**src/rtl/hhbp_pkg.sv**
```systemverilog
`timescale 1ns / 1ps

package hhbp_pkg;

  localparam int unsigned ByteW   = 8;
  localparam int unsigned OffsetW = 10;
  localparam int unsigned KindW   = 3;
  localparam int unsigned CauseW  = 3;

  localparam logic [OffsetW-1:0] MaxOffsetReset = 10'd255;

  localparam logic [ByteW-1:0] ChCr    = 8'd13;
  localparam logic [ByteW-1:0] ChLf    = 8'd10;
  localparam logic [ByteW-1:0] ChColon = 8'd58;
  localparam logic [ByteW-1:0] ChSpace = 8'd32;

  typedef enum logic [3:0] {
    ST_START   = 4'd0,
    ST_KEY     = 4'd1,
    ST_COLON   = 4'd2,
    ST_SPACE   = 4'd3,
    ST_VALUE   = 4'd4,
    ST_CR      = 4'd5,
    ST_LF      = 4'd6,
    ST_END_CR  = 4'd7,
    ST_BODY    = 4'd8,
    ST_ERROR   = 4'd9
  } state_t;

  typedef enum logic [KindW-1:0] {
    K_SKIP      = 3'd0,
    K_KEY       = 3'd1,
    K_VALUE     = 3'd2,
    K_FIELD_END = 3'd3,
    K_BLOCK_END = 3'd4,
    K_ERROR     = 3'd5,
    K_BODY      = 3'd6
  } kind_t;

  typedef enum logic [CauseW-1:0] {
    C_NONE      = 3'd0,
    C_CRLF_KEY  = 3'd1,
    C_NO_SPACE  = 3'd2,
    C_VAL_LONG  = 3'd3,
    C_CR_NO_LF  = 3'd4,
    C_BAD_END   = 3'd5
  } cause_t;

  typedef struct packed {
    kind_t  kind;
    cause_t cause;
  } tag_t;

endpackage

```
**src/rtl/hhbp_parser.sv**
```systemverilog
`timescale 1ns / 1ps

// Per-byte header state machine. State advances on step; tag is combinational
// from the current byte and state.
module hhbp_parser (
  input  logic                         clk,
  input  logic                         rst_n,
  input  logic                         step,
  input  logic [hhbp_pkg::ByteW-1:0]   data_byte,
  input  logic                         new_request,
  input  logic [hhbp_pkg::OffsetW-1:0] max_value_offset,
  output hhbp_pkg::tag_t               tag
);
  import hhbp_pkg::*;

  state_t               state_r, state_nxt, cur_state;
  logic [OffsetW-1:0]   offset_r, offset_nxt, cur_offset;
  cause_t               hold_r, hold_nxt, cur_hold;
  logic [OffsetW:0]     offset_inc;
  logic                 is_crlf;
  logic                 too_long;

  // new_request restarts the parser before this byte is handled
  always_comb begin
    cur_state  = new_request ? ST_START : state_r;
    cur_offset = new_request ? '0 : offset_r;
    cur_hold   = new_request ? C_NONE : hold_r;
  end

  assign is_crlf    = (data_byte == ChCr) || (data_byte == ChLf);
  assign offset_inc = {1'b0, cur_offset} + {{OffsetW{1'b0}}, 1'b1};
  assign too_long   = offset_inc > {1'b0, max_value_offset};

  // next state
  always_comb begin
    state_nxt  = cur_state;
    offset_nxt = cur_offset;
    hold_nxt   = cur_hold;
    unique case (cur_state)
      ST_START: begin
        if (!is_crlf) state_nxt = ST_KEY;
      end
      ST_KEY: begin
        if (data_byte == ChColon) begin
          state_nxt = ST_COLON;
        end else if (is_crlf) begin
          state_nxt = ST_ERROR;
          hold_nxt  = C_CRLF_KEY;
        end
      end
      ST_COLON: begin
        if (data_byte == ChSpace) begin
          state_nxt = ST_SPACE;
        end else begin
          state_nxt = ST_ERROR;
          hold_nxt  = C_NO_SPACE;
        end
      end
      ST_SPACE: begin
        state_nxt  = ST_VALUE;
        offset_nxt = '0;
      end
      ST_VALUE: begin
        if (data_byte == ChCr) begin
          state_nxt = ST_CR;
        end else if (too_long) begin
          state_nxt = ST_ERROR;
          hold_nxt  = C_VAL_LONG;
        end else begin
          offset_nxt = offset_inc[OffsetW-1:0];
        end
      end
      ST_CR: begin
        if (data_byte == ChLf) begin
          state_nxt = ST_LF;
        end else begin
          state_nxt = ST_ERROR;
          hold_nxt  = C_CR_NO_LF;
        end
      end
      ST_LF: begin
        if (data_byte == ChCr) begin
          state_nxt = ST_END_CR;
        end else if (data_byte == ChLf) begin
          state_nxt = ST_ERROR;
          hold_nxt  = C_CRLF_KEY;
        end else begin
          state_nxt = ST_KEY;
        end
      end
      ST_END_CR: begin
        if (data_byte == ChLf) begin
          state_nxt = ST_BODY;
        end else begin
          state_nxt = ST_ERROR;
          hold_nxt  = C_BAD_END;
        end
      end
      ST_BODY: state_nxt = ST_BODY;
      default: state_nxt = ST_ERROR;
    endcase
  end

  // outputs
  always_comb begin
    tag.kind  = K_SKIP;
    tag.cause = C_NONE;
    unique case (cur_state)
      ST_START: begin
        if (!is_crlf) tag.kind = K_KEY;
      end
      ST_KEY: begin
        if (data_byte != ChColon) begin
          tag.kind = is_crlf ? K_ERROR : K_KEY;
        end
      end
      ST_COLON: begin
        if (data_byte != ChSpace) tag.kind = K_ERROR;
      end
      ST_SPACE: tag.kind = K_VALUE;
      ST_VALUE: begin
        if (data_byte != ChCr) tag.kind = too_long ? K_ERROR : K_VALUE;
      end
      ST_CR:     tag.kind = (data_byte == ChLf) ? K_FIELD_END : K_ERROR;
      ST_LF: begin
        if (data_byte == ChLf) tag.kind = K_ERROR;
        else if (data_byte != ChCr) tag.kind = K_KEY;
      end
      ST_END_CR: tag.kind = (data_byte == ChLf) ? K_BLOCK_END : K_ERROR;
      ST_BODY:   tag.kind = K_BODY;
      default:   tag.kind = K_ERROR;
    endcase
    if (tag.kind == K_ERROR) tag.cause = hold_nxt;
  end

  always_ff @(posedge clk) begin
    if (!rst_n) begin
      state_r  <= ST_START;
      offset_r <= '0;
      hold_r   <= C_NONE;
    end else if (step) begin
      state_r  <= state_nxt;
      offset_r <= offset_nxt;
      hold_r   <= hold_nxt;
    end
  end

endmodule

```
**src/rtl/http_header_block_parser.sv**
```systemverilog
// An accepted item moves from the input register to the result register;
// out_valid rises once the item is in the result register.
// Throughput: one byte per cycle while out_stall is low; the parser state
// updates as an item moves from the input register to the result register.
// Reset (synchronous, rst_n low): pipeline empty, parser at start of header
// block, value offset and held cause zero, max_value_offset back to 255.
`timescale 1ns / 1ps

module http_header_block_parser (
  input  logic                         clk,
  input  logic                         rst_n,
  input  logic                         in_valid,
  output logic                         in_stall,
  input  logic [hhbp_pkg::ByteW-1:0]   in_data_byte,
  input  logic                         in_new_request,
  output logic                         out_valid,
  input  logic                         out_stall,
  output logic [hhbp_pkg::ByteW-1:0]   out_byte_out,
  output logic [hhbp_pkg::KindW-1:0]   out_kind,
  output logic [hhbp_pkg::CauseW-1:0]  out_err_cause,
  input  logic                         cfg_valid,
  output logic                         cfg_ready,
  input  logic [hhbp_pkg::OffsetW-1:0] cfg_data
);
  import hhbp_pkg::*;

  logic               a_vld_r;
  logic [ByteW-1:0]   a_byte_r;
  logic               a_newreq_r;
  logic               b_vld_r;
  logic [ByteW-1:0]   b_byte_r;
  tag_t               b_tag_r;
  logic [OffsetW-1:0] max_off_r;
  logic               b_free;
  logic               step;
  logic               in_take;
  tag_t               tag;

  assign b_free   = !b_vld_r || !out_stall;
  assign step     = a_vld_r && b_free;
  assign in_stall = a_vld_r && !b_free;
  assign in_take  = in_valid && !in_stall;
  assign cfg_ready = 1'b1;

  always_ff @(posedge clk) begin
    if (!rst_n) begin
      max_off_r <= MaxOffsetReset;
    end else if (cfg_valid) begin
      max_off_r <= cfg_data;
    end
  end

  always_ff @(posedge clk) begin
    if (!rst_n) begin
      a_vld_r <= 1'b0;
    end else if (in_take) begin
      a_vld_r <= 1'b1;
    end else if (step) begin
      a_vld_r <= 1'b0;
    end
  end

  always_ff @(posedge clk) begin
    if (in_take) begin
      a_byte_r   <= in_data_byte;
      a_newreq_r <= in_new_request;
    end
  end

  hhbp_parser u_parser (
    .clk              (clk),
    .rst_n            (rst_n),
    .step             (step),
    .data_byte        (a_byte_r),
    .new_request      (a_newreq_r),
    .max_value_offset (max_off_r),
    .tag              (tag)
  );

  always_ff @(posedge clk) begin
    if (!rst_n) begin
      b_vld_r <= 1'b0;
    end else if (b_free) begin
      b_vld_r <= a_vld_r;
    end
  end

  always_ff @(posedge clk) begin
    if (step) begin
      b_byte_r <= a_byte_r;
      b_tag_r  <= tag;
    end
  end

  assign out_valid     = b_vld_r;
  assign out_byte_out  = b_byte_r;
  assign out_kind      = b_tag_r.kind;
  assign out_err_cause = b_tag_r.cause;

endmodule

```
**config.mk**
```make
export PLATFORM = sky130hd
export DESIGN_NAME = http_header_block_parser
export DESIGN_NICKNAME = d
export VERILOG_FILES = /design/src/rtl/hhbp_pkg.sv /design/src/rtl/hhbp_parser.sv /design/src/rtl/http_header_block_parser.sv
export SDC_FILE = /design/constraint.sdc
export NUM_CORES = 1
export LEC_CHECK = 0
export BUFFER_PORTS_ARGS = -buffer_cell sky130_fd_sc_hd__clkbuf_2
export CAP_MARGIN = 25
export CORE_UTILIZATION = 38
export DETAILED_ROUTE_END_ITERATION = 10
export GPL_TIMING_DRIVEN = 1
export HOLD_SLACK_MARGIN = 0.06
export SYNTH_ARGS = -nofsm -noshare
export SYNTH_HDL_FRONTEND = slang
export SYNTH_SLANG_ARGS = --single-unit
export TNS_END_PERCENT = 5
```
**constraint.sdc**
```tcl
create_clock -name clk -period 3.21 [get_ports clk]
set_input_delay 0.321 -clock clk [delete_from_list [all_inputs] [get_ports clk]]
set_output_delay 0.321 -clock clk [all_outputs]
set_load 0.05 [all_outputs]
```
==> impl_metrics.yaml, run 1 <==
routing:
  vias: 2456
  wl_um: 6260
  drc: 0
  drt_iter0_drc: 264
  first_pass_iters: 4
  post_drt_wl_per_cell_um: 13.6
  viasPerCell: 5.33
  drtAntennaViolNets: 0
flow_run:
  cap_violations: 0
placement:
  gp_congestion: 0.890
  place_hpwl_um: 4580
  pre_cts_ws_ns: 0.0936
  placed_cells: 449
  io_buffers: 39
floorplan:
  core_area_um2: 7290
  die_area_um2: 7900
  die_w_um: 88.9
  dieHeight_um: 88.9
  rows: 31
  io_pins: 41
  start_util_pct: 39.3
clock_network:
  cts_buffers: 5
  cts_htree_levels: 2
  clockRootBuffer: "clkbuf_8"
  clk_latency_ns: 0.31
  cts_tree: "built"
  cts_buffer_depth: 2
  path_clk_slew_ns: 0.11
  clock_sinks: 52
worst_setup_path:
  cp.arrival_ns: 3.19
  worstSetupPathType: "reg -> reg"
  cp-startpoint: "u_parser.offset_r[1]$_SDFFE_PN0P_"
  crit_top_cell: "nand3_1"
  crit_path_top_delay_cell: "or4_4"
  reg2reg_slack_ns: 0.19
  worstSetupStartpointType: "register"
  crit_chain: "nand3_1 -> nor3_2 -> buf_4 -> nand3_1 -> xor2_1 -> nor2_1 -> ha_1 -> nand3_2 -> nor2_1 -> a221oi_2 -> a21oi_2 -> or4_4 -> buf_4 -> nand3_1 -> a21oi_1"
  r2r-start: "u_parser.offset_r[1]$_SDFFE_PN0P_"
  cp.required_ns: 3.38
  cp-end-kind: "register"
  critical-path-max-stage-delay_ns: 0.50
  worstRegToRegCells: 15
  r2r_end: "u_parser.offset_r[2]$_SDFFE_PN0P_"
  critical_path.max_fanout: 7
  crit_end: "u_parser.offset_r[2]$_SDFFE_PN0P_"
grt:
  grt_pass1_vias: 2198
  antenna_found_initial: 0
  grt_max_degree: 23
  grt_pass1_wl_um: 10300
  grt_usage_pct: 16.7
  overflow: 0
timing:
  hold_viol_final: 0
  setup_viol_count_final: 0
  fmax_mhz: 331
  setup_tns_ns: 0
  fin_crit_sh_pct: 94.1
  worstMarginPinSlew_ns: 0.735
  fin_crit_ns: 3.02
  slew_violations: 0
  finalHoldWorstSlack_ns: 0.182
  setup_slack_ns: 0.190
  fin_skew_ns: 0.0135
  slew_headroom_pct: 50.9
synthesis:
  ys_types: 60
  synthCells: 318
  synth_edf_count: 23
  syn_area_um2: 2870
  yosysSeqAreaShare_pct: 44.3
  synth_top_cell_area_share_pct: 24.1
  synth_top_area_cell: "edfxtp_1"
  ys.flop_type: "dfxtp_1"
  yosys_warnings: 0
  synth-async-reset-ratio_pct: 0
  synth-seq-cells: 52
  synth_area_leaders: "edfxtp_1 (24%), dfxtp_1 (20%), nand2_1 (5.5%), nor2_1 (4.3%), ha_1 (3.9%)"
  synth_fp_nets: 351
  postSynthAreaPerCell_um2: 9.02
cells_and_area:
  drive_above_1_share_pct: 22.9
  layout.nets: 394
  instances_no_fill: 461
  area_growth_syn_to_layout_pct: 16.4
  num_antenna_cells: 0
power_and_ir_drop:
  p_leak_uw: 0.00131
  power_density_nw_per_um2: 392
  ir_drop_v: 0.000259
  total_power_uw: 1310
worst_hold_path:
  hp-class: "in -> reg"
status:
  status: "complete, no violations"
layout by cell type, fill, tap and decap left out, types with 11 or more instances in the layout:
cell type / count
o211ai_1: 11
nor2_1: 33
nand3_1: 17
o21ai_0: 15
nand2_1: 42
clkbuf_2: 39
dfxtp_1: 25
buf_4: 14
a21oi_1: 14
edfxtp_1: 23
inv_1: 14
through the flow:
| step | util, % | instance area [um2] |
|---|---|---|
| after floorplan | - | 2870 |
| after global placement | 43.7 | 3190 |
| after detailed placement | 43.7 | 3190 |
| after global routing | 45.8 | 3340 |
| final | 45.8 | 3340 |
| after CTS | 45.0 | 3280 |
sequential cells by signal (all words and copies together) (netlist names):
name,count
a_byte_r,8
out_valid,1
a_newreq_r,1
out_kind,3
out_err_cause,3
u_parser.offset_r,10
max_off_r,10
a_vld_r,1
u_parser.state_r,4
u_parser.hold_r,3
out_byte_out,8
cell usage after synthesis, drive strengths merged, types with 2 or more instances:
master / n
nor2b: 4
o21ai: 16
inv: 15
a21o: 2
dfxtp: 29
and2: 3
mux2i: 3
o211ai: 11
o21bai: 2
nor2: 33
clkbuf: 11
a31oi: 7
o41ai: 2
a21oi: 15
buf: 6
nand3: 18
edfxtp: 23
a221oi: 2
nand4: 6
xnor2: 7
nand3b: 2
a211oi: 4
nand2b: 4
nand2: 42
nor3: 4
a311oi: 2
xor2: 5
nor4: 7
a31o: 2
ha: 9
cells by family after synthesis:
logic type	share of synthesized area, %
compound gates	18.1
xor+xnor	3.66
fa+ha+maj	3.93
buf+inv	4.71
other cells	0.131
mux	1.44
flops	44.3
simple gates	23.7
cell type report:
type,count,area [um2]
clock inverters,3,26.3
well taps,99,124
flip-flops and latches,52,1280
multi-input cells,233,1480
clock buffers,5,68.8
fillers,778,3950
inverters,16,60.1
repair buffers,53,300
metal layers:
metal  global-route usage [%]  vias to the layer above  wire length [um]
met2                     26.6                       70              2740
met3                     2.99                        4               308
met4                     3.37                        0                46
met5                        0                        -                 0
met1                     23.8                     1142              3170
li1                         -                     1240                 -
worst min-delay path by stage:
stage | depth (start not counted) | slack, ns | end | start
global route | 1 | 0.17 | a_byte_r[3]$_DFFE_PP_ | in_data_byte[3]
finish | 1 | 0.18 | a_byte_r[5]$_DFFE_PP_ | in_data_byte[5]
CTS | 1 | 0.18 | a_byte_r[5]$_DFFE_PP_ | in_data_byte[5]
floorplan | 0 | 0.42 | a_byte_r[0]$_DFFE_PP_ | in_data_byte[0]
detailed placement | 2 | 0.48 | out_valid$_SDFFE_PN0P_ | a_vld_r$_SDFFE_PN0P_
global placement | 2 | 0.46 | u_parser.hold_r[2]$_SDFFE_PN0P_ | u_parser.hold_r[2]$_SDFFE_PN0P_
power breakdown:
part / switching (uW) / total [uW] / internal [uW]
clock network: 241 / 403 / 161
registers: 25.0 / 745 / 720
logic: 108 / 161 / 53.7
total: 374 / 1310 / 935
what timing repair did:
action / 4_1_cts / 5_1_grt
setup buffers: 0 / 4
hold buffers: 0 / 0
setup endpoints to repair: 0 / 11
gates resized for setup: 0 / 9
critical path, delay by kind of cell (launching register included):
family / cells / cell delay [ns]
flops: 1 / 0.35
fa+ha+maj: 1 / 0.29
simple gates: 8 / 1.27
compound gates: 3 / 0.49
xor+xnor: 1 / 0.15
buf+inv: 2 / 0.32
(Power assumes the default switching activity.)
==> run 2: changes to the inputs <==
--- a/config.mk
+++ b/config.mk
@@ -11,6 +11,7 @@
 export DETAILED_ROUTE_END_ITERATION = 10
 export GPL_TIMING_DRIVEN = 1
 export HOLD_SLACK_MARGIN = 0.06
+export REMOVE_ABC_BUFFERS = 1
 export SYNTH_ARGS = -nofsm -noshare
 export SYNTH_HDL_FRONTEND = slang
 export SYNTH_SLANG_ARGS = --single-unit
==> run 2 against run 1 <==
Total power down 0.43%; sequential power increased by 0.5%; wire length rose by 3.5%; utilization is 0.45 points lower; final cell count down 0.65%; largest power group unchanged.
==> impl_metrics.yaml, run 2 (synthesis results as in run 1) <==
routing:
  drc: 0
  first_pass_iters: 4
  viasPerCell: 5.34
  vias: 2447
  wl_um: 6480
  drt_iter0_drc: 296
  post_drt_wl_per_cell_um: 14.1
  drtAntennaViolNets: 0
power_and_ir_drop:
  p_leak_uw: 0.00129
  p_clk_share_pct: 30.3
  switching_share_pct: 28.4
  switching_power_uw: 371
  p_int_uw: 933
  seqPwrFrac_pct: 57.4
  p_comb_share_pct: 12.2
  ir_drop_v: 0.000226
  power_density_nw_per_um2: 394
floorplan:
  die_w_um: 88.9
  rows: 31
  io_pins: 41
  dieHeight_um: 88.9
  start_util_pct: 39.3
  die_area_um2: 7900
  core_area_um2: 7290
timing:
  hold_viol_final: 0
  setup_viol_count_final: 0
  fin_skew_ns: 0.0111
  finalHoldWorstSlack_ns: 0.177
  rsz0062_at_grt: "true"
  worstMarginPinSlew_ns: 0.722
  slew_headroom_pct: 51.7
  fin_crit_sh_pct: 93.1
  slew_violations: 0
  fmax_mhz: 335
  fin_crit_ns: 2.99
  setup_tns_ns: 0
clock_network:
  cts_buffer_depth: 2
  cts_hold_buf: 0
  cts_tree: "built"
  clockRootBuffer: "clkbuf_8"
  path_clk_slew_ns: 0.10
  cts_buffers: 5
  clk_latency_ns: 0.31
  clock_sinks: 52
  cts_htree_levels: 2
worst_hold_path:
  min_to: "a_byte_r[2]$_DFFE_PP_"
  hp-class: "in -> reg"
  hold_path_depth: 1
  worstHoldStart: "in_data_byte[2]"
placement:
  placed_cells: 450
  gp_congestion: 0.888
  io_buffers: 39
  dpl_cell_area_um2: 3190
  place_hpwl_um: 4650
worst_setup_path:
  worstSetupStartpointType: "register"
  crit_path_top_delay_cell: "or4_4"
  crit_top_cell: "nand3_1"
  r2r-start: "u_parser.offset_r[2]$_SDFFE_PN0P_"
  critical_path.max_fanout: 7
  critPathBufInv: 2
  critPathTopFamily: "simple AND/OR/NAND/NOR gates"
  reg2reg_slack_ns: 0.22
  cp.required_ns: 3.38
  cp.arrival_ns: 3.16
  worstSetupPathType: "reg -> reg"
  worstRegToRegCells: 14
  cp-end-kind: "register"
  r2r_end: "u_parser.offset_r[8]$_SDFFE_PN0P_"
  crit_chain: "nand3_1 -> nor3_2 -> buf_4 -> nand3_1 -> xor2_1 -> nor2_1 -> ha_1 -> nand3_2 -> nor4_1 -> a21oi_2 -> or4_4 -> buf_4 -> nand3_1 -> a21oi_1"
  critical-path-max-stage-delay_ns: 0.50
cells_and_area:
  final_common_cell: "nand2_1"
  num_antenna_cells: 0
  finalInstanceArea_um2: 3310
  drive_above_1_share_pct: 21.7
  layout.nets: 391
  instances_no_fill: 458
  area_growth_syn_to_layout_pct: 15.3
  reg_top3: "max_off_r: 10 flops, u_parser.offset_r: 10 flops"
  final_cell_mix: "nand2_1 (42), clkbuf_2 (39), nor2_1 (32), dfxtp_1 (27), edfxtp_1 (23)"
grt:
  overflow: 0
  grt_pass1_wl_um: 10700
  grt_usage_pct: 17.6
  grt_pass1_vias: 2258
  grt_max_degree: 23
  antenna_found_initial: 0
flow_run:
  cap_violations: 0
status:
  status: "complete, no violations"
==> run 2: timing repair <==
action | CTS | global route
setup buffers | 0 | 0
endpoints found under the setup margin | 0 | 15
resized for setup | 0 | 6
endpoints found under the hold margin | 0 | 0
==> run 2: worst max-delay path by stage <==
stage / start / to / slack [ns] / cells past startpoint
finish: u_parser.offset_r[2]$_SDFFE_PN0P_ / u_parser.offset_r[8]$_SDFFE_PN0P_ / 0.22 / 14
global route: u_parser.offset_r[2]$_SDFFE_PN0P_ / out_err_cause[2]$_SDFFCE_PP0P_ / -0.003 / 14
CTS: u_parser.offset_r[2]$_SDFFE_PN0P_ / u_parser.offset_r[8]$_SDFFE_PN0P_ / 0.08 / 15
detailed placement: u_parser.offset_r[2]$_SDFFE_PN0P_ / u_parser.offset_r[5]$_SDFFE_PN0P_ / 0.12 / 15
global placement: u_parser.offset_r[3]$_SDFFE_PN0P_ / u_parser.offset_r[8]$_SDFFE_PN0P_ / 0.16 / 15
floorplan: u_parser.offset_r[0]$_SDFFE_PN0P_ / u_parser.offset_r[7]$_SDFFE_PN0P_ / -0.005 / 13
==> run 2: routing by layer <==
layer	track usage (%)	vias to the layer above	part of all wire, %
li1	-	1235	-
met1	24.8	1134	48
met2	27.8	76	46
met3	3.36	2	4.7
met4	4.55	0	0.56
met5	0	-	0
==> run 2: final cells by class <==
type	instances	area, um2
inverters	16	60.1
multi-input cells	233	1480
well taps	99	124
clock inverters	3	25.0
fillers	769	3990
flip-flops and latches	52	1270
repair buffers	50	278
clock buffers	5	68.8
==> run 2: through the flow <==
| step | worst slack, ns | total power (uW) | util [%] |
|---|---|---|---|
| after global routing | -0.00271 | 1360 | 45.4 |
| after detailed placement | 0.122 | 922 | 43.8 |
| after CTS | 0.0830 | 1320 | 45.1 |
| after floorplan | -0.00534 | 864 | - |
| after global placement | 0.158 | 920 | 43.8 |
| final | 0.221 | 1300 | 45.4 |
==> run 2: power groups by stage <==
stage / Clock [uW] / Combinational [uW] / Sequential [uW]
detailed placement: 0 / 158 / 764
finish: 395 / 159 / 749
floorplan: 0 / 75.4 / 789
CTS: 413 / 158 / 749
global placement: 0 / 156 / 763
global route: 436 / 175 / 754
